--- config.mk ---
export PLATFORM = sky130hd
export DESIGN_NAME = sbeu_front_flat
export DESIGN_NICKNAME = d
export VERILOG_FILES = /design/src/hdl/sbeu_pkg.sv /design/src/hdl/sbeu_if.sv /design/src/hdl/sbeu_front.sv /design/src/flat_wrapper.sv
export SDC_FILE = /design/constraint.sdc
export NUM_CORES = 1
export LEC_CHECK = 0
export ABC_AREA = 1
export BUFFER_PORTS_ARGS = -buffer_cell sky130_fd_sc_hd__buf_2
export CAP_MARGIN = 25
export CORE_ASPECT_RATIO = 1.1
export CORE_MARGIN = 3
export CORE_UTILIZATION = 50
export DETAILED_ROUTE_END_ITERATION = 10
export PLACE_DENSITY_LB_ADDON = 0.15
export RECOVER_POWER = 25
export SETUP_SLACK_MARGIN = 0.05
export SLEW_MARGIN = 5
export SYNTH_ARGS = -nofsm -noshare
export SYNTH_HDL_FRONTEND = slang
export SYNTH_SLANG_ARGS = --single-unit
--- constraint.sdc ---
create_clock -name clk -period 7.8 [get_ports clk]
set_input_delay 1.56 -clock clk [delete_from_list [all_inputs] [get_ports clk]]
set_output_delay 1.56 -clock clk [all_outputs]
set_load 0.01 [all_outputs]
--- src/hdl/sbeu_pkg.sv ---
// ----------------------------------------------------------------------------
// sbeu_pkg
// Types and constants shared by the stack bytecode execute unit.
// ----------------------------------------------------------------------------
package sbeu_pkg;

    localparam int OP_W   = 5;
    localparam int WORD_W = 32;
    localparam int SLOT_W = 8;
    localparam int OFF_W  = 16;
    localparam int ST_W   = 3;
    localparam int OUT_PC_W = 16;
    localparam int CFG_W  = 9;
    localparam logic [WORD_W-1:0] INT_MIN_BITS = 32'h8000_0000;
    localparam int WORD_BITS = 32;

    localparam logic [ST_W-1:0] ST_OK       = 3'd0;
    localparam logic [ST_W-1:0] ST_ARITH    = 3'd1;
    localparam logic [ST_W-1:0] ST_LOCAL    = 3'd2;
    localparam logic [ST_W-1:0] ST_ASSERT   = 3'd3;
    localparam logic [ST_W-1:0] ST_THROWN   = 3'd4;
    localparam logic [ST_W-1:0] ST_STACK    = 3'd5;
    localparam logic [ST_W-1:0] ST_RETURNED = 3'd6;

    localparam logic [OP_W-1:0] OP_NOP    = 5'd0;
    localparam logic [OP_W-1:0] OP_POP    = 5'd1;
    localparam logic [OP_W-1:0] OP_DUP    = 5'd2;
    localparam logic [OP_W-1:0] OP_SWAP   = 5'd3;
    localparam logic [OP_W-1:0] OP_ADD    = 5'd4;
    localparam logic [OP_W-1:0] OP_SUB    = 5'd5;
    localparam logic [OP_W-1:0] OP_MUL    = 5'd6;
    localparam logic [OP_W-1:0] OP_DIV    = 5'd7;
    localparam logic [OP_W-1:0] OP_REM    = 5'd8;
    localparam logic [OP_W-1:0] OP_AND    = 5'd9;
    localparam logic [OP_W-1:0] OP_OR     = 5'd10;
    localparam logic [OP_W-1:0] OP_XOR    = 5'd11;
    localparam logic [OP_W-1:0] OP_SHL    = 5'd12;
    localparam logic [OP_W-1:0] OP_SHR    = 5'd13;
    localparam logic [OP_W-1:0] OP_BIPUSH = 5'd14;
    localparam logic [OP_W-1:0] OP_ILDC   = 5'd15;
    localparam logic [OP_W-1:0] OP_NULL   = 5'd16;
    localparam logic [OP_W-1:0] OP_VLOAD  = 5'd17;
    localparam logic [OP_W-1:0] OP_VSTORE = 5'd18;
    localparam logic [OP_W-1:0] OP_CMPEQ  = 5'd19;
    localparam logic [OP_W-1:0] OP_CMPNE  = 5'd20;
    localparam logic [OP_W-1:0] OP_LT     = 5'd21;
    localparam logic [OP_W-1:0] OP_GE     = 5'd22;
    localparam logic [OP_W-1:0] OP_GT     = 5'd23;
    localparam logic [OP_W-1:0] OP_LE     = 5'd24;
    localparam logic [OP_W-1:0] OP_GOTO   = 5'd25;
    localparam logic [OP_W-1:0] OP_ATHROW = 5'd26;
    localparam logic [OP_W-1:0] OP_ASSERT = 5'd27;
    localparam logic [OP_W-1:0] OP_RETURN = 5'd28;

    typedef enum logic [2:0]
    {
        CLS_MISC  = 3'd0,
        CLS_ALU   = 3'd1,
        CLS_DIV   = 3'd2,
        CLS_PUSH  = 3'd3,
        CLS_LOCAL = 3'd4,
        CLS_BRAN  = 3'd5
    } op_class_t;

    typedef struct packed
    {
        logic [OP_W-1:0]   op;
        op_class_t         cls;
        logic [1:0]        need;
        logic              room;
        logic [1:0]        len;
        logic [WORD_W-1:0] imm;
        logic [SLOT_W-1:0] slot;
        logic [OFF_W-1:0]  off;
    } decoded_t;

    function automatic decoded_t decode(input logic [OP_W-1:0] op,
                                        input logic [WORD_W-1:0] imm,
                                        input logic [SLOT_W-1:0] slot,
                                        input logic [OFF_W-1:0] off);
        decoded_t d;
        d.op = op;
        d.imm = imm;
        d.slot = slot;
        d.off = off;
        d.cls = CLS_MISC;
        d.need = 2'd0;
        d.room = 1'b0;
        d.len = 2'd1;
        case (op)
            OP_POP, OP_ATHROW: d.need = 2'd1;
            OP_DUP:
            begin
                d.need = 2'd1;
                d.room = 1'b1;
            end
            OP_SWAP, OP_ASSERT: d.need = 2'd2;
            OP_ADD, OP_SUB, OP_MUL, OP_AND, OP_OR, OP_XOR, OP_SHL, OP_SHR:
            begin
                d.need = 2'd2;
                d.cls = CLS_ALU;
            end
            OP_DIV, OP_REM:
            begin
                d.need = 2'd2;
                d.cls = CLS_DIV;
            end
            OP_BIPUSH:
            begin
                d.room = 1'b1;
                d.cls = CLS_PUSH;
                d.len = 2'd2;
            end
            OP_ILDC:
            begin
                d.room = 1'b1;
                d.cls = CLS_PUSH;
                d.len = 2'd3;
            end
            OP_NULL:
            begin
                d.room = 1'b1;
                d.cls = CLS_PUSH;
                d.imm = '0;
            end
            OP_VLOAD:
            begin
                d.room = 1'b1;
                d.cls = CLS_LOCAL;
                d.len = 2'd2;
            end
            OP_VSTORE:
            begin
                d.need = 2'd1;
                d.cls = CLS_LOCAL;
                d.len = 2'd2;
            end
            OP_CMPEQ, OP_CMPNE, OP_LT, OP_GE, OP_GT, OP_LE:
            begin
                d.need = 2'd2;
                d.cls = CLS_BRAN;
                d.len = 2'd3;
            end
            OP_GOTO:
            begin
                d.cls = CLS_BRAN;
                d.len = 2'd3;
            end
            default: d.cls = CLS_MISC;
        endcase
        return d;
    endfunction

endpackage

--- src/hdl/sbeu_if.sv ---
// ----------------------------------------------------------------------------
// sbeu channel interfaces
// Valid/ready channels for instructions, results and configuration.
// ----------------------------------------------------------------------------
interface sbeu_in_if;
    import sbeu_pkg::*;
    logic              valid;
    logic              ready;
    logic [OP_W-1:0]   operation;
    logic [WORD_W-1:0] immediate;
    logic [SLOT_W-1:0] local_index;
    logic [OFF_W-1:0]  branch_offset;
    modport source (output valid, operation, immediate, local_index, branch_offset,
                    input ready);
    modport sink (input valid, operation, immediate, local_index, branch_offset,
                  output ready);
endinterface


--- src/hdl/sbeu_front.sv ---
// ----------------------------------------------------------------------------
// sbeu_front
// Accept instructions, classify them and queue them for the back end.
// ----------------------------------------------------------------------------
module sbeu_front
    import sbeu_pkg::*;
(
    input  logic     clk,
    input  logic     rst_n,
    sbeu_in_if.sink  in_ch,
    output logic     q_valid,
    input  logic     q_pop,
    output decoded_t q_data
);

    decoded_t   q_mem_reg [2];
    logic       wr_ptr_reg, wr_ptr_next;
    logic       rd_ptr_reg, rd_ptr_next;
    logic [1:0] cnt_reg, cnt_next;
    logic       push;

    assign in_ch.ready = (cnt_reg != 2'd2);
    assign push = in_ch.valid && in_ch.ready;
    assign q_valid = (cnt_reg != 2'd0);
    assign q_data = q_mem_reg[rd_ptr_reg];

    always_comb
    begin
        wr_ptr_next = push ? ~wr_ptr_reg : wr_ptr_reg;
        rd_ptr_next = q_pop ? ~rd_ptr_reg : rd_ptr_reg;
        cnt_next = cnt_reg + {1'b0, push} - {1'b0, q_pop};
    end

    always_ff @(posedge clk or negedge rst_n)
    begin
        if (!rst_n)
        begin
            wr_ptr_reg <= 1'b0;
            rd_ptr_reg <= 1'b0;
            cnt_reg <= 2'd0;
        end
        else
        begin
            wr_ptr_reg <= wr_ptr_next;
            rd_ptr_reg <= rd_ptr_next;
            cnt_reg <= cnt_next;
        end
    end

    always_ff @(posedge clk)
    begin
        if (push)
            q_mem_reg[wr_ptr_reg] <= decode(in_ch.operation, in_ch.immediate,
                                            in_ch.local_index, in_ch.branch_offset);
    end

endmodule

--- src/flat_wrapper.sv ---
// flat-port wrapper written by rule: the top's interface ports become plain ports
module sbeu_front_flat import sbeu_pkg::*;
  (clk, rst_n, q_valid, q_pop, q_data, in_ch_valid, in_ch_operation, in_ch_immediate, in_ch_local_index, in_ch_branch_offset, in_ch_ready);
  sbeu_in_if in_ch_i ();
  input  logic clk;
  input  logic rst_n;
  output logic q_valid;
  input  logic q_pop;
  output decoded_t q_data;
  input wire logic [$bits(in_ch_i.valid)-1:0] in_ch_valid;
  input wire logic [$bits(in_ch_i.operation)-1:0] in_ch_operation;
  input wire logic [$bits(in_ch_i.immediate)-1:0] in_ch_immediate;
  input wire logic [$bits(in_ch_i.local_index)-1:0] in_ch_local_index;
  input wire logic [$bits(in_ch_i.branch_offset)-1:0] in_ch_branch_offset;
  output wire logic [$bits(in_ch_i.ready)-1:0] in_ch_ready;
  assign in_ch_i.valid = in_ch_valid;
  assign in_ch_i.operation = in_ch_operation;
  assign in_ch_i.immediate = in_ch_immediate;
  assign in_ch_i.local_index = in_ch_local_index;
  assign in_ch_i.branch_offset = in_ch_branch_offset;
  assign in_ch_ready = in_ch_i.ready;
  sbeu_front u_core (.clk(clk), .rst_n(rst_n), .in_ch(in_ch_i), .q_valid(q_valid), .q_pop(q_pop), .q_data(q_data));
endmodule
# Word level (Yosys, flattened, before mapping)
# Memory sizes are Yosys's and may differ from the RTL's.
# Cells that the tools add are included.
# totals
reg_bits	4
ramBits	138
output_inout_bits	71
n_memories	1
# memory_table
memory	depth	word_bits	rd	rd_ports_with_merged_regs	write_ports	line_no	rtl
u_core.q_mem_reg	2	69	1	0	1	sbeu_front.sv:16	decoded_t q_mem_reg [2];
# classes
addsub	2
eq_ne	28
muxes	12
bitwise	2
n_reduce_logical	12
# op_table
op	count
two-way mux 32 bit	2
equality test 5 bit (second input constant)	12
equality test 5 x 4 -> 1 bit (second input constant)	8
equality test 5 x 3 -> 1 bit (second input constant)	4
OR reduction 18 bit	1
OR reduction 8 bit	2
case mux 3 bit (5 select lines)	1
equality test 5 x 2 -> 1 bit (second input constant)	2
case mux 2 bit (2 select lines)	2
OR reduction 7 bit	1
OR reduction 3 bit	2
equality test 5 x 1 -> 1 bit (second input constant)	1
OR reduction 5 bit	1
two-way mux 1 bit	4
two-way mux 2 bit	2
OR reduction 2 bit	2
OR reduction 4 bit	1
two-way mux 3 bit	1
adder 2 x 1 -> 2 bit	1
inequality test 2 bit (second input constant)	1
NOT 1 bit	2
nonzero test 2 bit	1
subtractor 2 x 1 -> 2 bit	1
logical AND 1 bit	1

# Logic depth before layout (Yosys ltp)
# Gate-level depths: netlist of the first run.
# depth
word_depth	4
ltp_mapped	6
mapped_depth_nobuf	6

# Worst setup path after synthesis of the first run
# Ideal clock, no wire load.
# synth_path
path_kind	input to register
start	input port in_ch_valid
end	memory u_core.q_mem_reg[1][0] (netlist name), enable pin
arrival_ns	4.553
required_ns	7.302
setup_slack_ns	2.750
path_stages	2
n_path_buf	0
cell_sequence	nand2_1 -> nor2_1
# synth_between
elab_chain_len	3
# synth_rtl
element	line_no	rtl
start: declaration	flat_wrapper.sv:10	input wire logic [$bits(in_ch_i.valid)-1:0] in_ch_valid;
logical AND 1 bit	sbeu_front.sv:23	assign push = in_ch.valid && in_ch.ready;
two-way mux 1 bit	sbeu_front.sv:52	if (push)
two-way mux 1 bit (not written as such)	sbeu_front.sv:53	q_mem_reg[wr_ptr_reg] <= decode(in_ch.operation, in_ch.immediate,
end: declaration	sbeu_front.sv:16	
# No other way between the ends.

# Worst setup path after layout of the first run
# layout_path
start	input port in_ch_valid
end	memory u_core.q_mem_reg[1][10] (netlist name), enable pin
# The elaborated chain is that of the path after synthesis.

==> results_dict.tcl, run 1 <==
set metrics [dict create \
    p_per_area_nw_per_um2 372 \
    register_area_um2 4250 \
    synth.area.top_cells "edfxtp_1 73%, mux2_2 14%, nand2_1 3.6%" \
    syn_area_um2 5680 \
    core_um2 11000 \
    slowest_stage "clkbuf_1" \
    tightest_slew_ps 4000 \
    post-route-drc-count 0 \
    cts_made_buffers 17 \
    clk_path_buf_depth 2 \
    leakage_nw 2.89 \
    path_clk_slew_ps 50 \
    setup_ws_ps 2990 \
    period_share_pct 61.6 \
    grt_max_degree 71 \
    pin_count 136 \
    post-place-ws_ps 4180 \
    hp-class "flop to flop" \
    failed_checks "max-capacitance violations, max-slew violations" \
    netlist_instances 361 \
    reg2reg_setup_slack_ps 3730 \
    cts_resized 0 \
    synth_fp_nets 428 \
    drive_above_1_share_pct 42.2 \
    antenna_left 0 \
    slew_headroom_pct -166 \
    die_w_um 108 \
    multi_input_area_um2 1210 \
    cp.required_ps 7720 \
    clk_latency_ps 410 \
    crit_chain "buf_2, nand2_1, nor2_4, clkbuf_1" \
    grt_setup_unrepaired "no" \
    synth-seq-area-share_pct 74.7 \
    cp_top_family "buffers and inverters" \
    synth_cell_types 21 \
    slew_violations 71 \
    post-route-min-period_ps 4810 \
    hold_viol_final 0 \
    synth_compound_area_share_pct 0.551 \
    outcome "complete, but fails checks" \
    synthMuxAreaShare_pct 13.7 \
    h-tree-depth 4 \
    fin_util_pct 64.4 \
    hpwl_um 6620 \
    synth_top_family_by_area "multiplexers" \
    cp_max_fo 70 \
    first_pass_iters 4 \
    grt_pass1_vias 3483 \
    cts_hold_buf 0 \
    die_h_um 118 \
    dieArea_um2 12700 \
    syn_to_final_growth_pct 24.8 \
    fmax_mhz 208 \
    antenna_cells 0 \
    clkSinkCount 142 \
    worst-path-buf-inv 2 \
    synth-simple-area-share_pct 5.95 \
    n_fill_cell 848 \
    nets 573 \
    drv_cap 1 \
    antenna_found_initial 0 \
    totalWireLength_um 10600 \
    synth_warnings 0 \
    rows 40 \
    ys_seq_elements 142 \
    critPathKind "input pin to flop" \
    yosys.area.top_type "edfxtp_1" \
    startpoint_type "input pin" \
    synthXorXnorAreaFrac_pct 0.463 \
    root_buffer "clkbuf_16" \
    drt-initial-drc-count 129 \
    place.port_buffers 135 \
    setup_viol 0 \
    avgViaCountPerCell 4.91 \
    grt_overflow_total 0 \
    max_stage_delay_ps 2790 \
    start_util_pct 51.6 \
    gp_congestion 0.734 \
    finalSetupTns_ps 0 \
    ir_drop_uv 195 \
    avgRoutedWirePerCell_um 16.0 \
    grt_use_total_pct 17.7 \
    synthAdderAreaFrac_pct 0.441 \
    setup.worst_path.end_class "flop" \
    route.vias.total 3269 \
    fin_skew_ps 4.81 \
    avgSynthCellArea_um2 15.7 \
    arrival_ps 4730 \
    synth_top_area_share_pct 73.0 \
    cts_setup_buffers 0 \
    cts_tree "yes" \
    largest_reg_flops 138 \
    grt_pass1_wl_um 17000 \
]
## cell usage in the layout, fill, tap and decap left out, types with 2 or more instances in the layout
cell and instances:
nand3_1 12, buf_4 2, clkbuf_1 26, bufinv_16 4
buf_2 113, nand2_1 54, inv_1 46, clkinvlp_4 3
dfrtp_1 3, xnor2_1 2, clkbuf_16 17, o21ai_0 2
clkinv_2 2, ha_1 2, mux2_2 69, clkinv_1 2
nor2_4 3, nor2_1 9, edfxtp_1 138
## logic make-up (layout without fill, tap and decap cells)
kind of cell,Yosys count,count (layout)
DFF,142,142
and+or+nand+nor,81,81
xor gates and xnor gates,3,3
AOI/OAI and AO/OA,5,5
adders and majority gates,2,2
muxes,69,69
buffers and inverters,59,217
## metal layers
layer	routed length [um]	track usage, %	part of all wire, %	vias to the layer above
met3	790	6.20	7.4	18
li1	-	-	-	1573
met4	174	6.79	1.6	0
met1	4290	21.0	40	1562
met5	0	0	0	-
met2	5380	29.6	51	116
## final timing paths
check | startpoint | end | depth (start not counted)
max | in_ch_valid | u_core.q_mem_reg[1][10] | 4
min reg2reg | u_core.wr_ptr_reg | u_core.wr_ptr_reg | 2
max in group asynchronous | rst_n | u_core.rd_ptr_reg | 1
max reg2reg | u_core.cnt_reg[1] | u_core.q_mem_reg[1][10] | 4
min in group asynchronous | rst_n | u_core.cnt_reg[0] | 1
min | u_core.wr_ptr_reg | u_core.wr_ptr_reg | 2
## cell type report
| class | count | share of cell area, % |
|---|---|---|
| Multi-Input combinational cell | 160 | 17.1 |
| Clock buffer | 20 | 6.16 |
| Tap cell | 147 | 2.59 |
| Inverter | 47 | 2.49 |
| Timing Repair Buffer | 138 | 9.41 |
| Clock inverter | 12 | 2.38 |
| Sequential cell | 142 | 59.9 |
## synthesized netlist by cell type
| cell | n |
|---|---|
| edfxtp_1 | 138 |
| mux2_2 | 69 |
| nand2_1 | 54 |
| inv_1 | 46 |
| nand3_1 | 12 |
| buf_2 | 11 |
| nor2_1 | 11 |
| dfrtp_1 | 4 |
| ha_1 | 2 |
| o21ai_0 | 2 |
| xnor2_1 | 2 |
| a21oi_1 | 1 |
| buf_4 | 1 |
| inv_2 | 1 |
| nand3_2 | 1 |
| nor2_2 | 1 |
| nor2_4 | 1 |
| o211ai_1 | 1 |
| o221ai_1 | 1 |
| or2_2 | 1 |
| xor2_1 | 1 |
## power breakdown
group	leakage, nW	total [mW]	switching [mW]	internal [mW]
registers	1.33	1.13	0.0743	1.06
clock network	0.285	0.822	0.290	0.531
logic	1.27	0.683	0.369	0.314
## tightest hold or removal path, cell delays in order, from the launching register on
cell,delay (ps)
dfrtp_1,400
nor2_1,60
nor2_1,70
## stage by stage
stage | total power, mW | hold WS [ps] | cells | cell area (um^2)
floorplan | 1.58 | 487 | 361 | 5680
global placement | 1.83 | 559 | 634 | 6520
detailed placement | 1.84 | 574 | 634 | 6520
CTS | 2.66 | 587 | 666 | 7120
global route | 2.78 | 629 | 666 | 7090
finish | 2.64 | 576 | 666 | 7090
Power figures use the tool's default switching activity.
==> run 2: changes to the inputs <==
--- a/config.mk
+++ b/config.mk
@@ -5,7 +5,7 @@
 export SDC_FILE = /design/constraint.sdc
 export NUM_CORES = 1
 export LEC_CHECK = 0
-export ABC_AREA = 1
+export ABC_AREA = 0
 export BUFFER_PORTS_ARGS = -buffer_cell sky130_fd_sc_hd__buf_2
 export CAP_MARGIN = 25
 export CORE_ASPECT_RATIO = 1.1
==> constraint.sdc (replaced) <==
create_clock -name clk -period 4.7 [get_ports clk]
set_input_delay 0.94 -clock clk [delete_from_list [all_inputs] [get_ports clk]]
set_output_delay 0.94 -clock clk [all_outputs]
set_load 0.01 [all_outputs]
==> results_dict.tcl, run 2 <==
set metrics [dict create \
    outcome "complete, but fails checks" \
    failed_checks "max-capacitance violations, max-slew violations" \
    yosys.area.top_type "edfxtp_1" \
    max_stage_delay_ps 990 \
    synth_compound_area_share_pct 1.52 \
    final_common_cell "edfxtp_1" \
    drive_above_1_share_pct 47.5 \
    netlist_instances 313 \
    cp.required_ps 3760 \
    start_util_pct 51.4 \
    p_clk_share_pct 32.9 \
    layout_common_cells "138 x edfxtp_1, 114 x buf_2, 69 x mux2_2, 32 x nor2b_1, 23 x clkbuf_1" \
    grt_overflow_total 0 \
    post-place-ws_ps 1840 \
    reg2reg_setup_slack_ps 1920 \
    slew_violations 40 \
    path_clk_slew_ps 60 \
    rows 40 \
    ir_drop_uv 281 \
    reg2reg_to "u_core.q_mem_reg[1][6]" \
    slew_headroom_pct -27.7 \
    synth.most_common_cell "edfxtp_1" \
    route.vias.total 3085 \
    synth.area.top_cells "edfxtp_1 73%, mux2_2 14%, nor2b_1 3.5%" \
    die_h_um 118 \
    avgRoutedWirePerCell_um 16.5 \
    cts_setup_buffers 0 \
    synth_top_area_share_pct 73.2 \
    rr_worst_depth 3 \
    place.port_buffers 135 \
    clk_path_buf_depth 2 \
    tightest_slew_ps 1920 \
    synth_cell_types 32 \
    cts_resized 0 \
    pin_count 136 \
    totalWireLength_um 10200 \
    gp_congestion 0.733 \
    period_share_pct 69.5 \
    grt_pass1_vias 3284 \
    grt_pass1_wl_um 15800 \
    dieArea_um2 12600 \
    seqPwrFrac_pct 41.7 \
    startpoint_type "flop" \
    syn_to_final_growth_pct 25.8 \
    fmax_mhz 306 \
    antenna_found_initial 0 \
    synthMuxAreaShare_pct 13.9 \
    slowest_stage "dfrtp_2" \
    avgSynthCellArea_um2 18.1 \
    post-route-min-period_ps 3270 \
    drt-initial-drc-count 146 \
    antenna_cells 0 \
    ys_seq_elements 142 \
    hold_viol_final 0 \
    synth_fp_nets 380 \
    synth-simple-area-share_pct 6.12 \
    p_int_mw 3.29 \
    setup.worst_path.end_class "output pin" \
    h-tree-depth 4 \
    hpwl_um 6450 \
    async_flop_share_pct 2.82 \
    avgViaCountPerCell 5.01 \
    cp_max_fo 39 \
    cts_made_buffers 17 \
    p_sw_mw 1.21 \
    antenna_left 0 \
    critPathLaunch "u_core.rd_ptr_reg" \
    clk_latency_ps 410 \
    ys.flop_type "edfxtp_1" \
    first_pass_iters 4 \
    swShare_pct 26.8 \
    synth_top_family_by_area "multiplexers" \
    setup_ws_ps 1430 \
    nets 523 \
    p_per_area_nw_per_um2 631 \
    synthXorXnorAreaFrac_pct 0.928 \
    fin_skew_ps 7.09 \
    syn_area_um2 5660 \
    grt_setup_unrepaired "no" \
    synth_warnings 0 \
    grt_max_degree 40 \
    core_um2 11000 \
    crit_chain "buf_4, mux2_2, buf_2" \
    cts_tree "yes" \
    synth_edf_count 138 \
    crit-reg2reg-launch "u_core.cnt_reg[1]" \
    finalSetupTns_ps 0 \
    post-route-drc-count 0 \
    grt_use_total_pct 16.5 \
    critPathKind "flop to output pin" \
    pwr-share-comb_pct 25.4 \
    root_buffer "clkbuf_16" \
    die_w_um 107 \
    arrival_ps 2330 \
    clkSinkCount 142 \
    leakage_nw 2.66 \
    synth-seq-area-share_pct 74.9 \
    cts_hold_buf 0 \
    netlist_top_cells_count "138 x edfxtp_1, 69 x mux2_2, 32 x nor2b_1" \
    largest_reg_flops 138 \
    hp-class "input pin to asynchronous set/reset pin" \
    drv_cap 1 \
    synthAdderAreaFrac_pct 0.442 \
    setup_viol 0 \
]
## run 2: cell count changes in the layout (fill, tap and decap cells not counted), moves of 3 or more
cell and change:
inv_1 -41, nand2_1 -51, nor2b_1 +32, nand3_1 -12
nor3_1 +5, nand2b_1 +5, buf_4 +3, nor2_1 -4
clkbuf_8 +4, clkbuf_1 -3
## run 2: layer usage
layer / wire [um] / up-vias / part of all wire, % / GRT usage [%]
li1: - / 1473 / - / -
met1: 4160 / 1503 / 41 / 18.2
met2: 5270 / 93 / 52 / 28.6
met3: 562 / 16 / 5.5 / 5.27
met4: 169 / 0 / 1.7 / 7.89
met5: 0 / - / 0 / 0
## run 2: worst max path at each step
stage	to	slack [ps]	cells after the start
finish	q_data[53]	1430	3
global route	q_data[64]	1280	3
CTS	q_data[53]	1360	3
detailed placement	q_data[63]	1840	3
global placement	q_data[63]	1860	3
floorplan	u_core.q_mem_reg[0][0]	290	2
## run 2: logic make-up (layout without fill, tap and decap cells)
group                      count (synthesis)  after routing
buffers and inverters                     22            178
adders and majority gates                  2              2
and+or+nand+nor                           58             58
DFF                                      142            142
AOI/OAI and AO/OA                         13             13
xor gates and xnor gates                   6              6
muxes                                     70             70
## run 2: area by class of cell
class,instances,area (um^2)
multi-input cells,149,1310
inverters,5,18.8
well taps,147,184
flip-flops and latches,142,4250
repair buffers,141,707
fillers,832,3880
clock buffers,23,488
clock inverters,9,180
## run 2: through the flow
stage                     hold slack [ps]  cells  power, mW  utilization (%)  area, um^2
final                                 352    616       4.50             64.7        7130
after detailed placement              500    584       3.06             58.9        6490
after global routing                  347    616       4.71             64.7        7130
after global placement                476    584       3.05             58.9        6490
after CTS                             304    616       4.56             65.0        7160
after floorplan                       460    313       2.62                -        5660
## run 2: power groups by stage
stage | Clock [mW] | Sequential [mW] | Combinational, mW
2_1_floorplan | 0 | 1.83 | 0.790
3_3_place_gp | 0 | 1.89 | 1.16
3_5_place_dp | 0 | 1.90 | 1.17
4_1_cts | 1.51 | 1.88 | 1.17
5_1_grt | 1.56 | 1.91 | 1.24
6_report | 1.48 | 1.88 | 1.14
## run 2: worst max-delay path: cells and delay by family, from the launching register on
kind                   cells  cell delay [ps]
flip-flops                 1              990
buffers and inverters      2              550
multiplexers               1              370
